File: src/hw/rtl/atsrs_pkg.sv
package atsrs_pkg;

  // field widths
  localparam int unsigned SAMPLE_W = 12;
  localparam int unsigned PHASE_W  = 3;
  localparam int unsigned COIL_W   = 4;
  localparam int unsigned WAIT_W   = 13;
  localparam int unsigned CNT_W    = 4;
  localparam int unsigned CFG_IDX_W = 2;
  localparam int unsigned IN_TDATA_W  = 16;
  localparam int unsigned OUT_TDATA_W = 24;

  // register indexes on the configuration port
  localparam logic [CFG_IDX_W-1:0] REG_HALF_STEP = 2'd0;
  localparam logic [CFG_IDX_W-1:0] REG_CENTER    = 2'd1;
  localparam logic [CFG_IDX_W-1:0] REG_DEADBAND  = 2'd2;

  // register reset values
  localparam logic                HALF_STEP_RST = 1'b1;
  localparam logic [SAMPLE_W-1:0] CENTER_RST    = 12'd2047;
  localparam logic [SAMPLE_W-1:0] DEADBAND_RST  = 12'd50;

  // divider runs one quotient bit per cycle
  localparam logic [CNT_W-1:0]  DIV_LAST  = 4'(SAMPLE_W - 1);
  localparam logic [WAIT_W-1:0] WAIT_BASE = 13'd2;

  // controller states
  typedef enum logic [3:0] {
    S_IDLE  = 4'b0001,
    S_SETUP = 4'b0010,
    S_DIV   = 4'b0100,
    S_FIN   = 4'b1000
  } atsrs_state_t;

  // commands from controller to datapath
  typedef struct packed {
    logic load;
    logic setup;
    logic div_step;
    logic finish;
  } atsrs_cmd_t;

  // status from datapath to controller
  typedef struct packed {
    logic no_step;
    logic div_last;
    logic out_free;
  } atsrs_sts_t;

  // eight-phase half-step coil table
  function automatic logic [COIL_W-1:0] half_pattern(input logic [PHASE_W-1:0] ph);
    logic [COIL_W-1:0] p;
    unique case (ph)
      3'd0: p = 4'h1;
      3'd1: p = 4'h3;
      3'd2: p = 4'h2;
      3'd3: p = 4'h6;
      3'd4: p = 4'h4;
      3'd5: p = 4'hC;
      3'd6: p = 4'h8;
      3'd7: p = 4'h9;
      default: p = 4'h1;
    endcase
    return p;
  endfunction

  // four-phase full-step coil table
  function automatic logic [COIL_W-1:0] full_pattern(input logic [1:0] ph);
    logic [COIL_W-1:0] p;
    unique case (ph)
      2'd0: p = 4'h3;
      2'd1: p = 4'h6;
      2'd2: p = 4'hC;
      2'd3: p = 4'h9;
      default: p = 4'h3;
    endcase
    return p;
  endfunction

endpackage

File: src/hw/rtl/analog_to_stepper_rate_sequencer.sv
// channel | ports                         | payload
// in      | in_tvalid/in_tready/in_tdata  | adc_sample
// out     | out_tvalid/out_tready/out_tdata | stepped, moved_forward, coil_pattern, wait_ticks
// cfg     | cfg_valid/cfg_ready/cfg_index/cfg_data | half_step_mode, center_value, deadband
//
// a stepping sample passes these steps from acceptance to the next acceptance:
// capture, step setup, 12 iterations of the 1-bit restoring divider, result load
// a sample inside the deadband skips the divider pass
// rst_n is synchronous: phase clears to 0, registers take their defaults
// a stalled output holds the block in its last state until the result is taken
// cfg writes are always accepted; write only while the block is idle
module analog_to_stepper_rate_sequencer
  import atsrs_pkg::*;
(
  input  logic                   clk,
  input  logic                   rst_n,
  input  logic                   in_tvalid,
  output logic                   in_tready,
  input  logic [IN_TDATA_W-1:0]  in_tdata,   // [11:0] adc_sample, [15:12] zero
  output logic                   out_tvalid,
  input  logic                   out_tready,
  output logic [OUT_TDATA_W-1:0] out_tdata,  // [0] stepped, [1] moved_forward,
                                             // [5:2] coil_pattern, [18:6] wait_ticks
  input  logic                   cfg_valid,
  output logic                   cfg_ready,
  input  logic [CFG_IDX_W-1:0]   cfg_index,
  input  logic [SAMPLE_W-1:0]    cfg_data
);

  logic                half_step_r;
  logic [SAMPLE_W-1:0] center_r;
  logic [SAMPLE_W-1:0] deadband_r;
  atsrs_cmd_t          cmd;
  atsrs_sts_t          sts;

  // configuration registers
  assign cfg_ready = 1'b1;

  always_ff @(posedge clk) begin
    if (!rst_n) begin
      half_step_r <= HALF_STEP_RST;
      center_r    <= CENTER_RST;
      deadband_r  <= DEADBAND_RST;
    end else if (cfg_valid && cfg_ready) begin
      unique case (cfg_index)
        REG_HALF_STEP: half_step_r <= cfg_data[0];
        REG_CENTER:    center_r    <= cfg_data;
        REG_DEADBAND:  deadband_r  <= cfg_data;
        default: ;
      endcase
    end
  end

  // controller
  atsrs_ctrl u_ctrl (
    .clk       (clk),
    .rst_n     (rst_n),
    .in_tvalid (in_tvalid),
    .in_tready (in_tready),
    .sts       (sts),
    .cmd       (cmd)
  );

  // datapath
  atsrs_dp u_dp (
    .clk            (clk),
    .rst_n          (rst_n),
    .half_step_mode (half_step_r),
    .center_value   (center_r),
    .deadband       (deadband_r),
    .adc_sample     (in_tdata[SAMPLE_W-1:0]),
    .cmd            (cmd),
    .sts            (sts),
    .out_tvalid     (out_tvalid),
    .out_tready     (out_tready),
    .out_tdata      (out_tdata)
  );

endmodule

File: src/hw/rtl/atsrs_ctrl.sv
module atsrs_ctrl
  import atsrs_pkg::*;
(
  input  logic       clk,
  input  logic       rst_n,
  input  logic       in_tvalid,
  output logic       in_tready,
  input  atsrs_sts_t sts,
  output atsrs_cmd_t cmd
);

  atsrs_state_t state_r, state_nxt;

  // state register
  always_ff @(posedge clk) begin
    if (!rst_n) begin
      state_r <= S_IDLE;
    end else begin
      state_r <= state_nxt;
    end
  end

  // next state and commands
  always_comb begin
    state_nxt = state_r;
    cmd       = '0;
    in_tready = 1'b0;
    unique case (state_r)
      S_IDLE: begin
        in_tready = 1'b1;
        if (in_tvalid) begin
          cmd.load  = 1'b1;
          state_nxt = S_SETUP;
        end
      end
      S_SETUP: begin
        cmd.setup = 1'b1;
        state_nxt = sts.no_step ? S_FIN : S_DIV;
      end
      S_DIV: begin
        cmd.div_step = 1'b1;
        if (sts.div_last) begin
          state_nxt = S_FIN;
        end
      end
      S_FIN: begin
        if (sts.out_free) begin
          cmd.finish = 1'b1;
          state_nxt  = S_IDLE;
        end
      end
      default: begin
        state_nxt = S_IDLE;
      end
    endcase
  end

endmodule

File: src/hw/rtl/atsrs_dp.sv
module atsrs_dp
  import atsrs_pkg::*;
(
  input  logic                   clk,
  input  logic                   rst_n,
  input  logic                   half_step_mode,
  input  logic [SAMPLE_W-1:0]    center_value,
  input  logic [SAMPLE_W-1:0]    deadband,
  input  logic [SAMPLE_W-1:0]    adc_sample,
  input  atsrs_cmd_t             cmd,
  output atsrs_sts_t             sts,
  output logic                   out_tvalid,
  input  logic                   out_tready,
  output logic [OUT_TDATA_W-1:0] out_tdata
);

  logic [SAMPLE_W-1:0]    speed_r;
  logic                   fwd_r;
  logic                   step_r;
  logic [PHASE_W-1:0]     phase_r;
  logic [COIL_W-1:0]      coil_r;
  logic [SAMPLE_W-1:0]    rem_r;
  logic [SAMPLE_W-1:0]    quo_r;
  logic [CNT_W-1:0]       cnt_r;
  logic                   out_valid_r;
  logic [OUT_TDATA_W-1:0] out_data_r;

  logic                   fwd;
  logic [SAMPLE_W-1:0]    speed;
  logic [PHASE_W-1:0]     phase_nxt;
  logic [1:0]             full_ph;
  logic [COIL_W-1:0]      coil_nxt;
  logic [SAMPLE_W:0]      rem_sh;
  logic                   rem_ge;
  logic [SAMPLE_W-1:0]    rem_nxt;
  logic [WAIT_W-1:0]      wait_ticks;
  logic [OUT_TDATA_W-1:0] result;

  // direction and distance from centre
  assign fwd   = adc_sample > center_value;
  assign speed = fwd ? (adc_sample - center_value) : (center_value - adc_sample);

  // next phase and coil pattern
  assign full_ph = fwd_r ? (phase_r[1:0] + 2'd1) : (phase_r[1:0] - 2'd1);
  always_comb begin
    if (half_step_mode) begin
      phase_nxt = fwd_r ? (phase_r + 3'd1) : (phase_r - 3'd1);
      coil_nxt  = half_pattern(phase_nxt);
    end else begin
      phase_nxt = {1'b0, full_ph};
      coil_nxt  = full_pattern(full_ph);
    end
  end

  // restoring divider step
  assign rem_sh  = {rem_r, quo_r[SAMPLE_W-1]};
  assign rem_ge  = rem_sh >= {1'b0, speed_r};
  assign rem_nxt = rem_ge ? SAMPLE_W'(rem_sh - {1'b0, speed_r}) : rem_sh[SAMPLE_W-1:0];

  // result packing
  assign wait_ticks = WAIT_W'(quo_r) + WAIT_BASE;
  assign result = step_r ? {5'd0, wait_ticks, coil_r, fwd_r, 1'b1} : '0;

  // status to controller
  assign sts.no_step  = speed_r <= deadband;
  assign sts.div_last = cnt_r == DIV_LAST;
  assign sts.out_free = !out_valid_r || out_tready;

  // phase state
  always_ff @(posedge clk) begin
    if (!rst_n) begin
      phase_r <= '0;
    end else if (cmd.setup && !sts.no_step) begin
      phase_r <= phase_nxt;
    end
  end

  // sample capture, step setup and divider
  always_ff @(posedge clk) begin
    if (cmd.load) begin
      speed_r <= speed;
      fwd_r   <= fwd;
    end
    if (cmd.setup) begin
      step_r <= !sts.no_step;
      coil_r <= coil_nxt;
      rem_r  <= '0;
      quo_r  <= center_value;
      cnt_r  <= '0;
    end else if (cmd.div_step) begin
      rem_r <= rem_nxt;
      quo_r <= {quo_r[SAMPLE_W-2:0], rem_ge};
      cnt_r <= cnt_r + 4'd1;
    end
  end

  // output register
  always_ff @(posedge clk) begin
    if (!rst_n) begin
      out_valid_r <= 1'b0;
    end else if (cmd.finish) begin
      out_valid_r <= 1'b1;
    end else if (out_tready) begin
      out_valid_r <= 1'b0;
    end
  end

  always_ff @(posedge clk) begin
    if (cmd.finish) begin
      out_data_r <= result;
    end
  end

  assign out_tvalid = out_valid_r;
  assign out_tdata  = out_data_r;

endmodule

File: config.mk
export PLATFORM = sky130hd
export DESIGN_NAME = analog_to_stepper_rate_sequencer
export DESIGN_NICKNAME = d
export VERILOG_FILES = /design/src/hw/rtl/atsrs_pkg.sv /design/src/hw/rtl/analog_to_stepper_rate_sequencer.sv /design/src/hw/rtl/atsrs_ctrl.sv /design/src/hw/rtl/atsrs_dp.sv
export SDC_FILE = /design/constraint.sdc
export NUM_CORES = 1
export LEC_CHECK = 0
export BUFFER_PORTS_ARGS = -buffer_cell sky130_fd_sc_hd__buf_2
export CAP_MARGIN = 20
export CORE_UTILIZATION = 64
export DETAILED_ROUTE_END_ITERATION = 16
export PLACE_DENSITY = 0.86
export SYNTH_ARGS = -nofsm -noshare
export SYNTH_HDL_FRONTEND = slang
export SYNTH_SLANG_ARGS = --single-unit
File: constraint.sdc
create_clock -name clk -period 6.1 [get_ports clk]
set_input_delay 0.305 -clock clk [delete_from_list [all_inputs] [get_ports clk]]
set_output_delay 0.305 -clock clk [all_outputs]
set_load 0.03 [all_outputs]
* Word level (Yosys, flattened, before mapping)
Memory sizes are Yosys's and may differ from the RTL's.
Cells that the tools add are included.
** Cells by class
- Reduce and logical (&&, ||, !) cells :: 12
- Equality and inequality tests :: 13
- $add $sub $neg :: 9
- Order comparisons :: 3
- Mux-type cells :: 24
** Operators with widths (count)
- $mux 12 :: 4
- $sub 12x12->12 :: 3
- $pmux 4 s4 :: 2
- $mux 4 :: 5
- $add 12x2->13 const B :: 1
- $ge 13x12->1 :: 1
- $gt 12x12->1 :: 1
- $le 12x12->1 :: 1
- $mux 1 :: 10
- $eq 4x4->1 const B :: 2
- $eq 2x2->1 const B :: 3
- $mux 3 :: 2
- $ne 2x2->1 const B :: 3
- $reduce_and 2->1 :: 3
- $add 4x1->4 const B :: 1
- $eq 2x1->1 const B :: 2
- $eq 4x1->1 const B :: 1
- $eq 4x2->1 const B :: 1
- $eq 4x3->1 const B :: 1
- $logic_not 2->1 :: 2
- $reduce_bool 2->1 :: 2
- $add 3x1->3 const B :: 1
- $reduce_and 3->1 :: 1
- $sub 3x1->3 const B :: 1
- other kinds (6) :: 7
** Storage, ports and cells
- Bits of input ports :: 35
- Output and inout port bits :: 27
- Memory bits (read-only) :: 32
- Memories kept :: 1
- Bits in registers :: 103
** Memory list
- (no name shown) :: words 8, bits a word 4, read ports 1, clocked after memory_dff 0, write ports 0, RTL line atsrs_pkg.sv:53 : unique case (ph)

* Depth between registers and ports, before layout
- Word-level depth :: 5
- Mapped depth :: 10
- Gate-level depth less buffers :: 9

* Cells and area by module
From an unflattened synthesis, not the netlist that was laid out.
** Second synthesis, totals
- Cells, all modules :: 658
- Area total of the unflattened synthesis :: 6312.3 um^2
** By module, submodules not included
- atsrs_dp :: instances 1, seq. area each 1871.8 um^2, area each 4991.0 um^2, cells an instance 522
- analog_to_stepper_rate_sequencer :: instances 1, seq. area each 500.5 um^2, area each 1083.5 um^2, cells an instance 111
- atsrs_ctrl :: instances 1, seq. area each 80.1 um^2, area each 237.7 um^2, cells an instance 25

* Worst setup path before layout
OpenSTA, ideal clock, no wires.
- Path type :: register to register
- Start :: register u_ctrl.state_r[1]
- End :: register u_dp.fwd_r, enable pin
- Arrival time :: 2.167 ns
- Clock period less this slack :: 2.528 ns
- Setup slack :: 3.572 ns
- Path buffers :: 0
- Stages on the path, launching flop included :: 3
- Setup time :: 0.361 ns
- Data required time :: 5.739 ns
- Cells stage by stage :: dfxtp_1 > nor4b_1 > and2_1
** RTL lines
- start, declared :: RTL line atsrs_ctrl.sv:12 : atsrs_state_t state_r, state_nxt;
- start signal, assigned :: RTL line atsrs_ctrl.sv:19 : state_r <= state_nxt;
- end signal, assigned :: RTL line atsrs_dp.sv:82 : fwd_r <= fwd;
- end, declared :: RTL line atsrs_dp.sv:18 : logic fwd_r;

* Worst setup path in the final report
- Start :: register u_ctrl.state_r[3]
- End :: register u_dp.quo_r[7], enable pin
** Between the ends
- Word-level cells in the longest chain between the ends :: 3
- Elaborated cells between the ends (all ways) :: 5
- Classes of those cells :: eq/ne: 2; mux: 2; reduce/logical: 1
** Ends and longest elaborated chain
- $eq 4x3->1 / $eq 4x2->1 (equally long branches) :: RTL line atsrs_ctrl.sv:28 : unique case (state_r)
- $mux 1 :: RTL line atsrs_ctrl.sv:28
- $reduce_bool 2->1 (no source line) *
- end signal, assigned :: RTL line atsrs_dp.sv:88 : quo_r <= center_value;
- end signal, assigned :: RTL line atsrs_dp.sv:92 : quo_r <= {quo_r[SAMPLE_W-2:0], rem_ge};
- end, declared :: RTL line atsrs_dp.sv:23 : logic [SAMPLE_W-1:0] quo_r;
Mark *: on every way between the ends. The rest lies on a longest branch, timed or not.
A chain may end at the register's enable or synchronous reset.

==> flow_summary_export.csv <==
group,metric,value,unit
outcome,status,"finished, final reports clean",
synthesis,synth-edff-count,49,
clocking,cts_sinks,98,
worst_setup_path,r2r_slack,3.05,ns
detailed_routing,route.layer.met1.wl,5400,um
clocking,cts_root_buffer,"clkbuf_8",
worst_setup_path,regToRegEndpoint,"u_dp.quo_r[7]$_DFFE_PP_",
clocking,cts.reportedPaths.clkPinSlew,0.10,ns
worst_setup_path,crit_path_end_kind,"register",
pwr,comb_power_share,23.8,%
final_layout,final_net_count,775,
clocking,tritoncts,"yes",
placed_design,dp.cells,781,
synthesis,synth_sequential_area_ratio,40.9,%
timing,final.setup.tns,0,ns
timing,finalHoldViolCount,0,
detailed_routing,num_vias,4864,
clocking,cts.repair.resized,0,
clocking,cts_hold_buf,0,
grt,grt_pass1_wl,22200,um
synthesis,post-synth-top-count-cell,"nand2_1",
pwr,total_leakage_power,0.00282,uW
pwr,cellPowerDensity,246,nW/um^2
clocking,cts_setup_buffers,0,
timing,slew-limit-headroom,31.2,%
hold_path,min-delay-start,"cfg_data[11]",
detailed_routing,topRoutingLayerUsed,"met4",
timing,timing.fmax,0.328,GHz
floorplanning,fp.dieW,98.8,um
worst_setup_path,critical_path_buf_inv_count,2,
worst_setup_path,worst-path-max-fanout,27,
pwr,power.sequential.fraction,49.4,%
timing,period_minus_slack,3.05,ns
detailed_routing,pre_antenna_drt_iters,5,
detailed_routing,wl_per_cell,16.8,um
worst_setup_path,critical_path_class,"register to register",
final_layout,final-instance-count-excl-fill,797,
synthesis,netlist_top_cells_count,"nand2_1, inv_1, ha_1, dfxtp_1, edfxtp_1",
synthesis,synth_flop_cell,"edfxtp_1",
worst_setup_path,cp_common_cell,"inv_1",
placed_design,place.port_buffers,51,
pwr,internal_power,1070,uW
worst_setup_path,critical_path_required,6.11,ns
grt,globalRouteTotalUtil,29.1,%
synthesis,synth.cell_area,6000,sq um
detailed_routing,first_iter_violations,290,
grt,grt_max_degree,28,
timing,clock-skew-final,0.0119,ns
worst_setup_path,crit_arrival,3.06,ns
synthesis,yosys_register_bits,98,
final_layout,syn2layout_area_growth,7.49,%
detailed_routing,antenna_violating_nets_post_route,0,
synthesis,avgSynthCellArea,9.20,sq um
final_layout,antennaDiodeCount,0,
clocking,cts-root-to-sink-buffers,2,
pwr,clk_pwr_share,26.8,%
floorplanning,initial_core_util,67.5,%
synthesis,fraction_of_registers_with_async_set_reset,0,%
floorplanning,floorplan.die_area,9760,sq um
hold_path,timing.hold.worst_endpoint,"deadband_r[11]$_SDFFE_PN0P_",
hold_path,instance_count_along_the_most_critical_hold_path,3,
timing,rsz0062_at_grt,"false",
worst_setup_path,cpPeakStageDelay,0.89,ns
pwr,ir_worst_vdd,0.144,mV
placed_design,place_congestion,0.955,
floorplanning,ioPinCount,62,
detailed_routing,drcViolationCount,0,
worst_setup_path,crit_family,"simple AND/OR/NAND/NOR gates",
timing,drv_slew,0,
final_layout,drive_gt1_share,11.6,%
hold_path,min_path_type,"input port to register",
placed_design,detailed_place_hpwl,9990,um
worst_setup_path,startpoint_type,"register",
synthesis,synth_largest_type_area_fraction,24.5,%
pwr,p_sw,518,uW
synthesis,synth.largest_area_cell,"edfxtp_1",
clocking,inserted_clock_buffers,9,
synthesis,ys_top_cells_by_area,"edfxtp_1, dfxtp_1, ha_1",
grt,first_global_vias,4751,
detailed_routing,routed_wirelength,13400,um
synthesis,synthDistinctLibCells,60,
clocking,h-tree-depth,3,
floorplanning,fp.coreArea,8890,sq um
worst_setup_path,critical_path.cell_chain,"or4b_2 > inv_1 > nor2_1 > inv_1",
pwr,netSwitchingFraction,32.7,%
detailed_routing,met2_wirelength,6670,um
detailed_routing,met3WireLength,887,um
floorplanning,placement_rows,34,
grt,antenna_found_initial,0,
job,timing.max_cap.violations,0,
floorplanning,fp.dieH,98.8,um
timing,setup_viol,0,
grt,global_route_congestion_overflow_total,0,
timing,max_slew.worst_pin.slew,1.03,ns
worst_setup_path,critical-path-slowest-cell,"nor2_1",
detailed_routing,detail_route.vias_per_cell,6.10,
worst_setup_path,r2r-start,"u_ctrl.state_r[3]$_SDFFE_PN0P_",
synthesis,ys_warn_count,0,
worst_setup_path,worst-r2r-cell-count,4,
synthesis,post_synthesis_instance_total,652,
timing,final_min_period_over_clock_period,50.0,%
clocking,clkLatencyLatePin,0.38,ns
sequential cells by signal, indices dropped and copies added (netlist names), 12 cells and up:
name and cells:
u_dp.rem_r 12, deadband_r 12, center_r 12, u_dp.quo_r 12, u_dp.out_tdata 19, u_dp.speed_r 12
worst register-to-register path, stage by stage (launching register included):
cell and delay (ns):
dfxtp_1 0.42, or4b_2 0.46, inv_1 0.39, nor2_1 0.89
inv_1 0.52
how the worst max path moves through the flow:
stage | startpoint | endpoint | depth (start not counted)
floorplan | u_ctrl.state_r[1]$_SDFFE_PN0P_ | u_dp.fwd_r$_DFFE_PP_ | 2
global placement | u_ctrl.state_r[0]$_SDFFE_PN1P_ | u_dp.quo_r[5]$_DFFE_PP_ | 4
detailed placement | u_ctrl.state_r[3]$_SDFFE_PN0P_ | u_dp.quo_r[5]$_DFFE_PP_ | 4
CTS | u_ctrl.state_r[3]$_SDFFE_PN0P_ | u_dp.quo_r[7]$_DFFE_PP_ | 4
global route | u_ctrl.state_r[3]$_SDFFE_PN0P_ | u_dp.quo_r[9]$_DFFE_PP_ | 4
finish | u_ctrl.state_r[3]$_SDFFE_PN0P_ | u_dp.quo_r[7]$_DFFE_PP_ | 4
routing by layer:
metal / vias up / track usage, %
li1: 2338 / -
met1: 2309 / 36.2
met3: 37 / 4.96
met5: - / 0
met2: 180 / 49.8
met4: 0 / 13.1
cell type report:
cell class                      count  area (sq um)
Sequential cell                    98          2450
Timing Repair Buffer               53           270
Fill cell                         655          2440
Inverter                           62           233
Multi-Input combinational cell    460          3160
Clock buffer                       10           138
Tap cell                          108           135
Clock inverter                      6          58.8
logic make-up (layout without fill, tap and decap cells):
| logic type | after synthesis | in the layout | synth area share, % |
|---|---|---|---|
| AOI/OAI and AO/OA | 156 | 156 | 17.0 |
| xor gates and xnor gates | 31 | 31 | 4.53 |
| adders and majority gates | 56 | 56 | 12.2 |
| buffers and inverters | 98 | 131 | 6.78 |
| DFF | 98 | 98 | 40.9 |
| muxes | 14 | 14 | 2.36 |
| other | 2 | 6 | 0.125 |
| and+or+nand+nor | 197 | 197 | 16.1 |
placed cells by master, fill, tap and decap left out, types with 3 or more instances in the layout:
cell | synthesis | routed
clkbuf_8 | 0 | 10
o21a_1 | 6 | 6
edfxtp_1 | 49 | 49
nor2_1 | 24 | 24
and3_1 | 9 | 9
xor2_1 | 13 | 13
nand3_1 | 13 | 13
o211ai_1 | 24 | 24
nand3b_1 | 5 | 5
nand2_1 | 82 | 82
a31oi_1 | 5 | 5
o21ai_0 | 35 | 35
nand4_1 | 7 | 7
nand2b_1 | 4 | 4
o21bai_1 | 3 | 3
ha_1 | 52 | 52
inv_1 | 62 | 62
a21oi_1 | 42 | 42
mux2i_1 | 13 | 13
dfxtp_1 | 49 | 49
or3_1 | 5 | 5
fa_1 | 4 | 4
a21o_1 | 11 | 11
conb_1 | 2 | 6
nor2b_1 | 10 | 10
nor3_1 | 7 | 7
and2_1 | 17 | 17
o2111ai_1 | 4 | 4
buf_2 | 4 | 51
inv_8 | 0 | 3
xnor2_1 | 18 | 18
o31a_1 | 3 | 3
stage by stage:
stage	cell area, sq um	utilization (%)	total power, uW	hold slack [ns]	setup slack, ns
floorplan	6010	-	1070	0.433	3.57
global placement	6250	70.3	1150	0.444	3.17
detailed placement	6250	70.3	1170	0.449	3.05
CTS	6450	72.5	1590	0.164	3.03
global route	6450	72.5	1660	0.186	2.72
finish	6450	72.5	1590	0.176	3.05
power groups by stage:
stage	clock, uW	combinational, uW	sequential [uW]
final	426	378	784
after floorplan	0	289	785
after global routing	452	422	790
after detailed placement	0	371	798
after CTS	428	376	783
after global placement	0	351	794
Power figures use the tool's default switching activity.
